===== src/atan2_pa_pkg.sv =====
// Shared constants, types and helpers of the atan2 approximation block.
package atan2_pa_pkg;

	localparam int INPUT_BITS_DEF      = 16;
	localparam int ANGLE_FRAC_BITS_DEF = 12;

	localparam int RATIO_BITS          = 17;
	localparam int DIV_STEPS           = RATIO_BITS;
	localparam int DIV_STEPS_PER_STAGE = 4;
	localparam int DIV_STAGES          =
		(DIV_STEPS + DIV_STEPS_PER_STAGE - 1) / DIV_STEPS_PER_STAGE;

	localparam int C_BITS     = 15;
	localparam int Q_BITS     = 15;
	localparam int PHI32_BITS = 34;

	localparam logic [33:0] PI_Q32         = 34'd13493037705;
	localparam logic [16:0] ONE_Q16        = 17'd65536;
	localparam logic [15:0] QUARTER_PI_Q16 = 16'd51472;
	localparam logic [13:0] K_A            = 14'd16037;
	localparam logic [12:0] K_B            = 13'd4345;

	typedef struct packed {
		logic zero;
		logic steep;
		logic xneg;
		logic yneg;
	} octant_t;

	// round a Q.32 constant half-up to frac fraction bits
	function automatic logic [63:0] angle_const(input logic [63:0] v_q32, input int frac);
		return (v_q32 + (64'd1 << (31 - frac))) >> (32 - frac);
	endfunction

endpackage


===== src/atan2_pa_vec_if.sv =====
// Input vector channel.
interface atan2_pa_vec_if #(
	parameter int INPUT_BITS = 16
);
	logic                         valid;
	logic                         ready;
	logic signed [INPUT_BITS-1:0] vec_y;
	logic signed [INPUT_BITS-1:0] vec_x;

	modport source (output valid, output vec_y, output vec_x, input ready);
	modport sink (input valid, input vec_y, input vec_x, output ready);
endinterface


===== src/atan2_pa_angle_if.sv =====
// Output angle channel.
interface atan2_pa_angle_if #(
	parameter int ANGLE_FRAC_BITS = 12
);
	localparam int ANGLE_BITS = ANGLE_FRAC_BITS + 3;

	logic                         valid;
	logic                         ready;
	logic signed [ANGLE_BITS-1:0] angle;

	modport source (output valid, output angle, input ready);
	modport sink (input valid, input angle, output ready);
endinterface


===== src/atan2_pa_div.sv =====
// Pipelined restoring divider forming the Q1.16 ratio lo/hi.
module atan2_pa_div #(
	parameter int INPUT_BITS = atan2_pa_pkg::INPUT_BITS_DEF
) (
	input  logic                                clk,
	input  logic                                arst_n,
	input  logic                                feed_valid,
	output logic                                feed_ready,
	input  logic [INPUT_BITS-1:0]               lo,
	input  logic [INPUT_BITS-1:0]               hi,
	input  atan2_pa_pkg::octant_t               oct,
	output logic                                ratio_valid,
	input  logic                                ratio_ready,
	output logic [atan2_pa_pkg::RATIO_BITS-1:0] ratio,
	output atan2_pa_pkg::octant_t               ratio_oct
);
	import atan2_pa_pkg::*;

	localparam int NS = DIV_STAGES;

	logic                  v_s    [NS];
	logic                  v_in   [NS];
	logic                  adv    [NS];
	logic [INPUT_BITS-1:0] rem_s  [NS];
	logic [INPUT_BITS-1:0] rem_in [NS];
	logic [INPUT_BITS-1:0] rem_nx [NS];
	logic [INPUT_BITS-1:0] hi_s   [NS];
	logic [INPUT_BITS-1:0] hi_in  [NS];
	logic [RATIO_BITS-1:0] q_s    [NS];
	logic [RATIO_BITS-1:0] q_in   [NS];
	logic [RATIO_BITS-1:0] q_nx   [NS];
	octant_t               oct_s  [NS];
	octant_t               oct_in [NS];

	for (genvar s = 0; s < NS; s++) begin : g_stage
		if (s == 0) begin : g_head
			assign v_in[s]   = feed_valid;
			assign rem_in[s] = lo;
			assign hi_in[s]  = hi;
			assign q_in[s]   = '0;
			assign oct_in[s] = oct;
		end else begin : g_body
			assign v_in[s]   = v_s[s-1];
			assign rem_in[s] = rem_s[s-1];
			assign hi_in[s]  = hi_s[s-1];
			assign q_in[s]   = q_s[s-1];
			assign oct_in[s] = oct_s[s-1];
		end

		if (s == NS - 1) begin : g_tail
			assign adv[s] = !v_s[s] || ratio_ready;
		end else begin : g_mid
			assign adv[s] = !v_s[s] || adv[s+1];
		end

		// first step has no shift: it yields the integer bit (lo == hi)
		always_comb begin : p_steps
			logic [INPUT_BITS:0]   r;
			logic [RATIO_BITS-1:0] q;
			r = {1'b0, rem_in[s]};
			q = q_in[s];
			for (int j = 0; j < DIV_STEPS_PER_STAGE; j++) begin
				if (s * DIV_STEPS_PER_STAGE + j < DIV_STEPS) begin
					if (s * DIV_STEPS_PER_STAGE + j != 0) begin
						r = r << 1;
					end
					if (r >= {1'b0, hi_in[s]}) begin
						r = r - {1'b0, hi_in[s]};
						q = {q[RATIO_BITS-2:0], 1'b1};
					end else begin
						q = {q[RATIO_BITS-2:0], 1'b0};
					end
				end
			end
			rem_nx[s] = r[INPUT_BITS-1:0];
			q_nx[s]   = q;
		end

		always_ff @(posedge clk or negedge arst_n) begin
			if (!arst_n) begin
				v_s[s] <= 1'b0;
			end else if (adv[s]) begin
				v_s[s] <= v_in[s];
			end
		end

		always_ff @(posedge clk) begin
			if (adv[s] && v_in[s]) begin
				rem_s[s] <= rem_nx[s];
				hi_s[s]  <= hi_in[s];
				q_s[s]   <= q_nx[s];
				oct_s[s] <= oct_in[s];
			end
		end
	end

	assign feed_ready  = adv[0];
	assign ratio_valid = v_s[NS-1];
	assign ratio       = q_s[NS-1];
	assign ratio_oct   = oct_s[NS-1];

endmodule


===== src/atan2_pa_poly.sv =====
// Two-stage evaluation of the arctangent polynomial on the ratio.
module atan2_pa_poly (
	input  logic                                clk,
	input  logic                                arst_n,
	input  logic                                ratio_valid,
	output logic                                ratio_ready,
	input  logic [atan2_pa_pkg::RATIO_BITS-1:0] ratio,
	input  atan2_pa_pkg::octant_t               ratio_oct,
	output logic                                phi_valid,
	input  logic                                phi_ready,
	output logic [atan2_pa_pkg::PHI32_BITS-1:0] phi32,
	output atan2_pa_pkg::octant_t               phi_oct
);
	import atan2_pa_pkg::*;

	logic                  v_s1;
	logic                  v_s2;
	logic                  adv_s1;
	logic                  adv_s2;
	logic [RATIO_BITS-1:0] r_s1;
	logic [C_BITS-1:0]     c_s1;
	logic [Q_BITS-1:0]     q_s1;
	octant_t               oct_s1;
	logic [PHI32_BITS-1:0] phi_s2;
	octant_t               oct_s2;

	logic [31:0]           c_sum;
	logic [31:0]           q_sum;
	logic [PHI32_BITS-1:0] phi_sum;

	assign adv_s2      = !v_s2 || phi_ready;
	assign adv_s1      = !v_s1 || adv_s2;
	assign ratio_ready = adv_s1;

	// c = 0.2447 + 0.0663*r, q = r*(1-r), both rounded to Q.16
	assign c_sum = {2'b00, K_A, 16'd0} + 32'(K_B) * 32'(ratio) + 32'd32768;
	assign q_sum = 32'(ratio) * 32'(ONE_Q16 - ratio) + 32'd32768;

	assign phi_sum = PHI32_BITS'(QUARTER_PI_Q16) * PHI32_BITS'(r_s1)
		+ PHI32_BITS'(q_s1) * PHI32_BITS'(c_s1);

	always_ff @(posedge clk or negedge arst_n) begin
		if (!arst_n) begin
			v_s1 <= 1'b0;
			v_s2 <= 1'b0;
		end else begin
			if (adv_s1) begin
				v_s1 <= ratio_valid;
			end
			if (adv_s2) begin
				v_s2 <= v_s1;
			end
		end
	end

	always_ff @(posedge clk) begin
		if (adv_s1 && ratio_valid) begin
			r_s1   <= ratio;
			c_s1   <= c_sum[16 +: C_BITS];
			q_s1   <= q_sum[16 +: Q_BITS];
			oct_s1 <= ratio_oct;
		end
		if (adv_s2 && v_s1) begin
			phi_s2 <= phi_sum;
			oct_s2 <= oct_s1;
		end
	end

	assign phi_valid = v_s2;
	assign phi32     = phi_s2;
	assign phi_oct   = oct_s2;

endmodule


===== src/atan2_polynomial_approx.sv =====
// Top level: two-argument arctangent by polynomial approximation.
//
//   channel  | role | fields                         | handshake
//   ---------+------+--------------------------------+------------
//   sample   | sink | vec_y, vec_x (INPUT_BITS, s)   | valid/ready
//   result   | src  | angle (ANGLE_FRAC_BITS+3, s)   | valid/ready
//
// One transfer per cycle while result.ready does not stall; stages: front end, divider, polynomial, fold.
// The 17 quotient bits take four per divider stage; the polynomial takes two stages.
// Every stage holds its own valid bit and advances while empty or drained,
// so bubbles close up during a stall and no transfer is lost or repeated.
// arst_n clears all valid bits; data registers are not reset.
module atan2_polynomial_approx #(
	parameter int INPUT_BITS      = atan2_pa_pkg::INPUT_BITS_DEF,
	parameter int ANGLE_FRAC_BITS = atan2_pa_pkg::ANGLE_FRAC_BITS_DEF
) (
	input logic               clk,
	input logic               arst_n,
	atan2_pa_vec_if.sink      sample,
	atan2_pa_angle_if.source  result
);
	import atan2_pa_pkg::*;

	localparam int AB = ANGLE_FRAC_BITS + 3;

	localparam logic signed [AB:0] PI_F =
		(AB+1)'(angle_const(64'(PI_Q32), ANGLE_FRAC_BITS));
	localparam logic signed [AB:0] HALF_PI_F =
		(AB+1)'(angle_const(64'(PI_Q32 >> 1), ANGLE_FRAC_BITS));
	localparam logic [PHI32_BITS:0] ROUND_HALF =
		(PHI32_BITS+1)'(64'd1 << (31 - ANGLE_FRAC_BITS));

	// front end
	logic                  v_s1;
	logic                  adv_s1;
	logic [INPUT_BITS-1:0] lo_s1;
	logic [INPUT_BITS-1:0] hi_s1;
	octant_t               oct_s1;
	logic [INPUT_BITS-1:0] ay;
	logic [INPUT_BITS-1:0] ax;
	octant_t               oct_nx;

	// divider to polynomial
	logic                  feed_ready;
	logic                  ratio_valid;
	logic                  ratio_ready;
	logic [RATIO_BITS-1:0] ratio;
	octant_t               ratio_oct;

	// polynomial to fold
	logic                  phi_valid;
	logic                  phi_ready;
	logic [PHI32_BITS-1:0] phi32;
	octant_t               phi_oct;

	// fold and result register
	logic                  v_s2;
	logic                  adv_s2;
	logic [AB-1:0]         angle_s2;
	logic [PHI32_BITS:0]   phi_sum;
	logic signed [AB:0]    phi_w;
	logic signed [AB:0]    a_oct;
	logic signed [AB:0]    a_quad;
	logic signed [AB:0]    a_sign;
	logic [AB-1:0]         angle_nx;

	always_comb begin
		oct_nx.yneg  = sample.vec_y[INPUT_BITS-1];
		oct_nx.xneg  = sample.vec_x[INPUT_BITS-1];
		ay           = oct_nx.yneg ? (~sample.vec_y + 1'b1) : sample.vec_y;
		ax           = oct_nx.xneg ? (~sample.vec_x + 1'b1) : sample.vec_x;
		oct_nx.steep = ay > ax;
		oct_nx.zero  = (ay == '0) && (ax == '0);
	end

	assign adv_s1       = !v_s1 || feed_ready;
	assign sample.ready = adv_s1;

	always_ff @(posedge clk or negedge arst_n) begin
		if (!arst_n) begin
			v_s1 <= 1'b0;
		end else if (adv_s1) begin
			v_s1 <= sample.valid;
		end
	end

	always_ff @(posedge clk) begin
		if (adv_s1 && sample.valid) begin
			lo_s1  <= oct_nx.steep ? ax : ay;
			hi_s1  <= oct_nx.steep ? ay : ax;
			oct_s1 <= oct_nx;
		end
	end

	atan2_pa_div #(
		.INPUT_BITS (INPUT_BITS)
	) u_div (
		.clk         (clk),
		.arst_n      (arst_n),
		.feed_valid  (v_s1),
		.feed_ready  (feed_ready),
		.lo          (lo_s1),
		.hi          (hi_s1),
		.oct         (oct_s1),
		.ratio_valid (ratio_valid),
		.ratio_ready (ratio_ready),
		.ratio       (ratio),
		.ratio_oct   (ratio_oct)
	);

	atan2_pa_poly u_poly (
		.clk         (clk),
		.arst_n      (arst_n),
		.ratio_valid (ratio_valid),
		.ratio_ready (ratio_ready),
		.ratio       (ratio),
		.ratio_oct   (ratio_oct),
		.phi_valid   (phi_valid),
		.phi_ready   (phi_ready),
		.phi32       (phi32),
		.phi_oct     (phi_oct)
	);

	// round to the output grid, then fold into octant, quadrant and sign; a zero vector gives 0
	always_comb begin
		phi_sum  = {1'b0, phi32} + ROUND_HALF;
		phi_w    = (AB+1)'(phi_sum >> (32 - ANGLE_FRAC_BITS));
		a_oct    = phi_oct.steep ? (HALF_PI_F - phi_w) : phi_w;
		a_quad   = phi_oct.xneg ? (PI_F - a_oct) : a_oct;
		a_sign   = phi_oct.yneg ? -a_quad : a_quad;
		angle_nx = phi_oct.zero ? '0 : a_sign[AB-1:0];
	end

	assign adv_s2    = !v_s2 || result.ready;
	assign phi_ready = adv_s2;

	always_ff @(posedge clk or negedge arst_n) begin
		if (!arst_n) begin
			v_s2 <= 1'b0;
		end else if (adv_s2) begin
			v_s2 <= phi_valid;
		end
	end

	always_ff @(posedge clk) begin
		if (adv_s2 && phi_valid) begin
			angle_s2 <= angle_nx;
		end
	end

	assign result.valid = v_s2;
	assign result.angle = angle_s2;

endmodule


===== src/flat_wrapper.sv =====
// flat-port wrapper written by rule: the top's interface ports become plain ports
module atan2_polynomial_approx_flat import atan2_pa_pkg::*;
#(
	parameter int INPUT_BITS      = atan2_pa_pkg::INPUT_BITS_DEF,
	parameter int ANGLE_FRAC_BITS = atan2_pa_pkg::ANGLE_FRAC_BITS_DEF
)
  (clk, arst_n, sample_valid, sample_vec_y, sample_vec_x, sample_ready, result_valid, result_angle, result_ready);
  atan2_pa_vec_if #(.INPUT_BITS(INPUT_BITS)) sample_i ();
  atan2_pa_angle_if #(.ANGLE_FRAC_BITS(ANGLE_FRAC_BITS)) result_i ();
  input logic clk;
  input logic arst_n;
  input wire logic [$bits(sample_i.valid)-1:0] sample_valid;
  input wire logic [$bits(sample_i.vec_y)-1:0] sample_vec_y;
  input wire logic [$bits(sample_i.vec_x)-1:0] sample_vec_x;
  output wire logic [$bits(sample_i.ready)-1:0] sample_ready;
  output wire logic [$bits(result_i.valid)-1:0] result_valid;
  output wire logic [$bits(result_i.angle)-1:0] result_angle;
  input wire logic [$bits(result_i.ready)-1:0] result_ready;
  assign sample_i.valid = sample_valid;
  assign sample_i.vec_y = sample_vec_y;
  assign sample_i.vec_x = sample_vec_x;
  assign sample_ready = sample_i.ready;
  assign result_valid = result_i.valid;
  assign result_angle = result_i.angle;
  assign result_i.ready = result_ready;
  atan2_polynomial_approx #(.INPUT_BITS(INPUT_BITS), .ANGLE_FRAC_BITS(ANGLE_FRAC_BITS)) u_core (.clk(clk), .arst_n(arst_n), .sample(sample_i), .result(result_i));
endmodule

===== config.mk =====
export PLATFORM = sky130hd
export DESIGN_NAME = atan2_polynomial_approx_flat
export DESIGN_NICKNAME = d
export VERILOG_FILES = /design/src/atan2_pa_pkg.sv /design/src/atan2_pa_vec_if.sv /design/src/atan2_pa_angle_if.sv /design/src/atan2_pa_div.sv /design/src/atan2_pa_poly.sv /design/src/atan2_polynomial_approx.sv /design/src/flat_wrapper.sv
export SDC_FILE = /design/constraint.sdc
export NUM_CORES = 2
export LEC_CHECK = 0
export BUFFER_PORTS_ARGS = -buffer_cell sky130_fd_sc_hd__buf_2
export CAP_MARGIN = 20
export CELL_PAD_IN_SITES_DETAIL_PLACEMENT = 0
export CELL_PAD_IN_SITES_GLOBAL_PLACEMENT = 1
export CORE_MARGIN = 5
export CORE_UTILIZATION = 57
export CTS_CLUSTER_DIAMETER = 100
export DETAILED_ROUTE_END_ITERATION = 7
export PLACE_DENSITY = 0.91
export RECOVER_POWER = 50
export SLEW_MARGIN = 20
export SYNTH_ARGS = -nofsm -noshare
export SYNTH_HDL_FRONTEND = slang
export SYNTH_SLANG_ARGS = --single-unit

===== constraint.sdc =====
create_clock -name clk -period 19.11 [get_ports clk]
set_input_delay 1.911 -clock clk [delete_from_list [all_inputs] [get_ports clk]]
set_output_delay 1.911 -clock clk [all_outputs]
set_load 0.02 [all_outputs]

* Word level (Yosys, flattened, before mapping)
Memories as Yosys holds them, arrays and structs flattened. A register that Yosys moved wholly into a read port is not among the register bits.
Index checks and enable logic that the tools add are counted.
** Storage, ports and cells
- Output and inout port bits :: 17
- Bits in writable memories :: 265
- Bits in registers :: 145
- Memories :: 4
- Word-level logic and storage cells :: 161
- Input bits :: 36
** Memory list
- u_core.u_div.q_s :: depth 5, bits a word 17, read ports 5, clocked after Yosys merged registers in 0, write ports 5, RTL line atan2_pa_div.sv:29 : logic [RATIO_BITS-1:0] q_s [NS];
- u_core.u_div.hi_s :: depth 5, bits a word 16, read ports 4, clocked after Yosys merged registers in 0, write ports 5, RTL line atan2_pa_div.sv:27 : logic [INPUT_BITS-1:0] hi_s [NS];
- u_core.u_div.rem_s :: depth 5, bits a word 16, read ports 4, clocked after Yosys merged registers in 0, write ports 5, RTL line atan2_pa_div.sv:24 : logic [INPUT_BITS-1:0] rem_s [NS];
- u_core.u_div.oct_s :: depth 5, bits a word 4, read ports 5, clocked after Yosys merged registers in 1, write ports 5, RTL line atan2_pa_div.sv:32 : octant_t oct_s [NS];
** Operators by class
- Reduce and logical (&&, ||, !) cells :: 30
- Bitwise logic cells :: 2
- Add/subtract/negate cells :: 28
- Multiply operators :: 4
- Magnitude comparators :: 18
- Multiplexer cells :: 51
** Operator list (count)
- two-way mux 16 bit :: 21
- >= comparator 17 x 16 -> 1 bit :: 16
- subtractor 16 bit :: 17
- adder 31 x 16 -> 31 bit (second input constant) :: 2
- two-way mux 15 bit :: 3
- adder 34 x 20 -> 35 bit (second input constant) :: 1
- adder 33 x 30 -> 34 bit :: 1
- adder 16 x 1 -> 16 bit (second input constant) :: 2
- logical NOT 16 bit :: 2
- NOT 16 bit :: 2
- adder 30 x 30 -> 31 bit (first input constant) :: 1
- multiplier 18 x 18 -> 31 bit :: 1
- multiplier 13 x 17 -> 30 bit (first input constant) :: 1
- multiplier 15 x 15 -> 30 bit :: 1
- multiplier 12 x 17 -> 29 bit (first input constant) :: 1
- two-way mux 1 bit :: 27
- subtractor 17 x 17 -> 18 bit (first input constant) :: 1
- >= comparator 16 bit :: 1
- greater-than comparator 16 bit :: 1
- negation 15 bit :: 1
- subtractor 13 x 15 -> 15 bit (first input constant) :: 1
- subtractor 15 bit (first input constant) :: 1
- logical AND 1 bit :: 10
- logical NOT 1 bit :: 9
- logical OR 1 bit :: 9

* Logic depth before layout (Yosys ltp)
- Depth in word-level cells :: 12
- Depth in mapped cells :: 49
- Depth with buffers taken out :: 43

* Modules after synthesis
Synthesis repeated with hierarchy kept, for this count alone.
** Second synthesis, totals
- Cells, all modules :: 5563
- Area, all modules :: 53049.6 um^2
** By module, submodules not included
- atan2_pa_poly :: seq. area each 2722.6 um^2, instances 1, area an instance 27038.4 um^2, cells each 2774
- atan2_pa_div :: seq. area each 6281.0 um^2, instances 1, area an instance 20931.3 um^2, cells each 2258
- atan2_polynomial_approx :: seq. area each 1581.5 um^2, instances 1, area an instance 5079.9 um^2, cells each 531

* Least setup slack after synthesis
No wires, ideal clock.
- Path kind :: register to register
- From :: register u_core.hi_s1[0]
- To :: memory u_core.u_div.rem_s[0][11], data pin
- Arrival time :: 10.293 ns
- Required time :: 18.850 ns
- Stages on the path, launching flop included :: 48
- Setup time :: 0.260 ns
- Path slack :: 8.557 ns
- Path buffers :: 7
- Period minus slack after synthesis :: 10.553 ns
- Path through :: edfxtp_1 ha_1 inv_1 fa_1 a211oi_1 o21ai_0 and2_1 o22ai_1 a31o_2 clkbuf_1 clkbuf_1 nand2_1 o21ai_0 ha_1 nor2b_1 o211ai_1 and3_1 o211ai_1 [12 not listed] o31a_1 a31oi_1 clkbuf_1 buf_2 nor2_1 ha_1 nor2b_1 o21ai_0 a21boi_0 o211ai_1 a21boi_0 o31ai_1 a21oi_1 a41oi_1 and2_1 nand2_1 buf_2 mux2_2
** RTL lines
- from (decl) :: RTL line atan2_polynomial_approx.sv:37 : logic [INPUT_BITS-1:0] hi_s1;
- from (signal assigned) :: RTL line atan2_polynomial_approx.sv:90 : hi_s1 <= oct_nx.steep ? ay : ax;
- to (decl) :: RTL line atan2_pa_div.sv:24

==> results.sh <==
export IMPL_cp_top_family="compound AO/OA/AOI/OAI gates"
export IMPL_max_clock_freq_mhz=78.64
export IMPL_instances_no_fill=6656
export IMPL_cts_hold_buffers=0
export IMPL_drt_total_wl_um=128800
export IMPL_vias_per_cell=5.876
export IMPL_crit_required_ns=19.43
export IMPL_path_clk_slew_ns=0.06
export IMPL_status="finished with violations"
export IMPL_areaGrowthSynthToFinish_pct=5.741
export IMPL_critical_path_class="reg2reg"
export IMPL_rsz0062_at_grt="false"
export IMPL_finalHoldViolations=0
export IMPL_antenna_found_initial=2
export IMPL_ys_ff_latch=335
export IMPL_placed_cell_area_mm2=0.05307
export IMPL_finalSetupViolCount=0
export IMPL_io_buffer_count=52
export IMPL_cp_max_fo=17
export IMPL_finClkSkew_ns=0.04938
export IMPL_coreArea_mm2=0.08987
export IMPL_htreeDepth=2
export IMPL_synth_edff_count=326
export IMPL_synth_commonest_cells="inv_1, ha_1, fa_1"
export IMPL_synth_top_area_cell="fa_1"
export IMPL_die_area_mm2=0.09649
export IMPL_cp_buffers_inverters=2
export IMPL_dr_pass1_iters=7
export IMPL_final_max_slew_viol_count=492
export IMPL_tightestPinTransition_ns=2.993
export IMPL_worstHoldPathType="reg2reg"
export IMPL_fin_util_pct=60.61
export IMPL_yosys_cell_count_top_type="inv_1"
export IMPL_dp_final_hpwl_um=101000
export IMPL_postCtsSetupRepairBufs=0
export IMPL_postSynth_asyncResetShare_pct=2.687
export IMPL_violations="capacitance limit, slew limit"
export IMPL_relSlewSlack_pct=-99.56
export IMPL_cts_resized=0
export IMPL_grt_first_pass_wirelength_um=209300
export IMPL_cts_buffer_depth=3
export IMPL_cts_root_buffer_cell="clkbuf_16"
export IMPL_ys_seq_area_share_pct=19.44
export IMPL_layout_drive_gt1_share_pct=6.168
export IMPL_fp_dieW_um=310.6
export IMPL_cpMaxStageDelayCell="o22ai_2"
export IMPL_syn_num_nets=6732
export IMPL_wl_per_cell_um=19.35
export IMPL_avgSynthCellArea_um2=9.469
export IMPL_routabilityCongestion=0.9432
export IMPL_synth_distinct_cells=87
export IMPL_synth_ff_type="edfxtp_1"
export IMPL_n_antenna_cell=0
export IMPL_yosys_top_cells_area="fa_1, edfxtp_1, ha_1"
export IMPL_start_kind="flop"
export IMPL_drcViolationCount=0
export IMPL_start_util_pct=57.32
export IMPL_cap_violations=20
export IMPL_finalCritPeriodShare_pct=66.54
export IMPL_std_cell_rows=110
export IMPL_synth_top_area_share_pct=20.75
export IMPL_endpoint_kind="flop"
export IMPL_max_stage_delay_ns=0.80
export IMPL_cp_common_cell="o21ai_0"
export IMPL_finalCriticalPeriod_ns=12.72
export IMPL_cts_sinks=335
export IMPL_track_usage_pct=26.58
export IMPL_tritoncts="done"
export IMPL_final_cell_area_mm2=0.05448
export IMPL_fill_cells=7659
export IMPL_cts_buffers=42
export IMPL_worstPathArrival_ns=13.04
export IMPL_die_y_um=310.6
export IMPL_ios=53
export IMPL_nNetsFinal=6738
export IMPL_clk_latency_ns=0.59
export IMPL_ant_nets=0
export IMPL_synthesis_area_mm2=0.05152
export IMPL_grt_max_degree=53
export IMPL_yosys_warnings=0
export IMPL_finalSetupTns_ns=0
export IMPL_dp_cells=6579
export IMPL_vias=39110
export IMPL_grt_pass1_vias=39690
export IMPL_synthCells=5441
export IMPL_drt_iter0_markers=2767
export IMPL_grt_ovfl_total=0
[sequential cells by signal (all words and copies together), names as in the netlist, 4 cells and up]
name and flops:
u_core.u_div.v_in 4, u_core.u_poly.phi_oct 4, u_core.u_poly.r_s1 17, u_core.u_div.q_s 57, u_core.oct_s1 4, u_core.u_poly.q_s1 15
u_core.u_poly.oct_s1 4, u_core.result.angle 15, u_core.u_poly.phi32 15, u_core.u_poly.c_s1 15, u_core.u_div.oct_s 20, u_core.u_div.hi_s 64
u_core.hi_s1 16, u_core.lo_s1 16, u_core.u_div.rem_s 64
[cells by family after synthesis]
logic type	after synthesis	share of synthesized area [%]
buffers and inverters	1003	7.354
multiplexers	203	4.408
XOR/XNOR	313	5.348
AO/OA/AOI/OAI	884	11.48
flip-flops	335	19.44
adder cells (fa/ha/maj)	1255	38.26
AND/OR/NAND/NOR	1448	13.71
[cell usage in the layout, fill, tap and decap left out, types with 13 or more instances in the layout]
cell	netlist	routed
o31ai_1	27	26
and2_1	111	106
clkbuf_16	0	43
o41ai_1	22	22
nand3_1	85	85
buf_2	10	33
xor2_1	112	112
o21a_1	63	63
a211oi_1	30	30
mux2i_1	39	39
clkbuf_1	108	44
or2_2	13	13
nand2_1	414	414
o21ai_0	170	170
a31oi_1	31	28
a21boi_0	18	18
xnor2_1	200	200
a21o_1	112	112
and3_1	44	44
nand4_1	48	48
fa_1	534	534
nor2b_1	56	56
inv_1	871	871
a21oi_1	205	205
o21bai_1	37	37
a31o_2	15	15
nor3_1	81	81
nor4_1	26	26
o211ai_1	26	26
mux2_2	155	155
ha_1	721	721
edfxtp_1	326	326
or3_1	27	27
nor2_1	336	336
nand2b_1	170	170
[worst paths after layout]
path | startpoint | to | slack (ns) | cells after the start
max reg2reg | u_core.u_div.hi_s[0][1] | u_core.u_div.rem_s[0][22] | 6.39 | 42
min reg2reg | u_core.u_div.q_s[0][40] | u_core.u_div.q_s[0][61] | 0.39 | 0
max | u_core.u_div.hi_s[0][1] | u_core.u_div.rem_s[0][22] | 6.39 | 42
min in group asynchronous | arst_n | u_core.u_div.ratio_valid | 1.29 | 1
max in group asynchronous | arst_n | u_core.result.valid | 17.48 | 1
min | u_core.u_div.q_s[0][40] | u_core.u_div.q_s[0][61] | 0.39 | 0
[layer usage]
metal	routed length, um	track usage, %	vias up
met5	0	0	-
met4	4366	7.754	0
met3	8915	3.643	259
met2	60450	44.77	1289
met1	55060	36.16	19120
li1	-	-	18450
[metrics by stage]
stage          hold slack, ns  setup slack [ns]
2_1_floorplan          0.4003             8.557
6_report               0.3873             6.394
3_5_place_dp           0.4045             6.660
4_1_cts                0.3880             6.650
3_3_place_gp           0.4018             6.932
5_1_grt                0.4038             5.681
[area by class of cell]
| cell class | instances | area, um2 | share of cell area, % |
|---|---|---|---|
| clock buffers | 48 | 1105 | 2.028 |
| clock inverters | 29 | 400.4 | 0.7350 |
| inverters | 880 | 3303 | 6.064 |
| multi-input cells | 4103 | 37780 | 69.34 |
| flip-flops and latches | 335 | 10010 | 18.38 |
| well taps | 1176 | 1471 | 2.701 |
| repair buffers | 85 | 405.4 | 0.7442 |
Power is not shown: default switching activity piles up to over one toggle a cycle in this logic, so the estimate is an artifact.
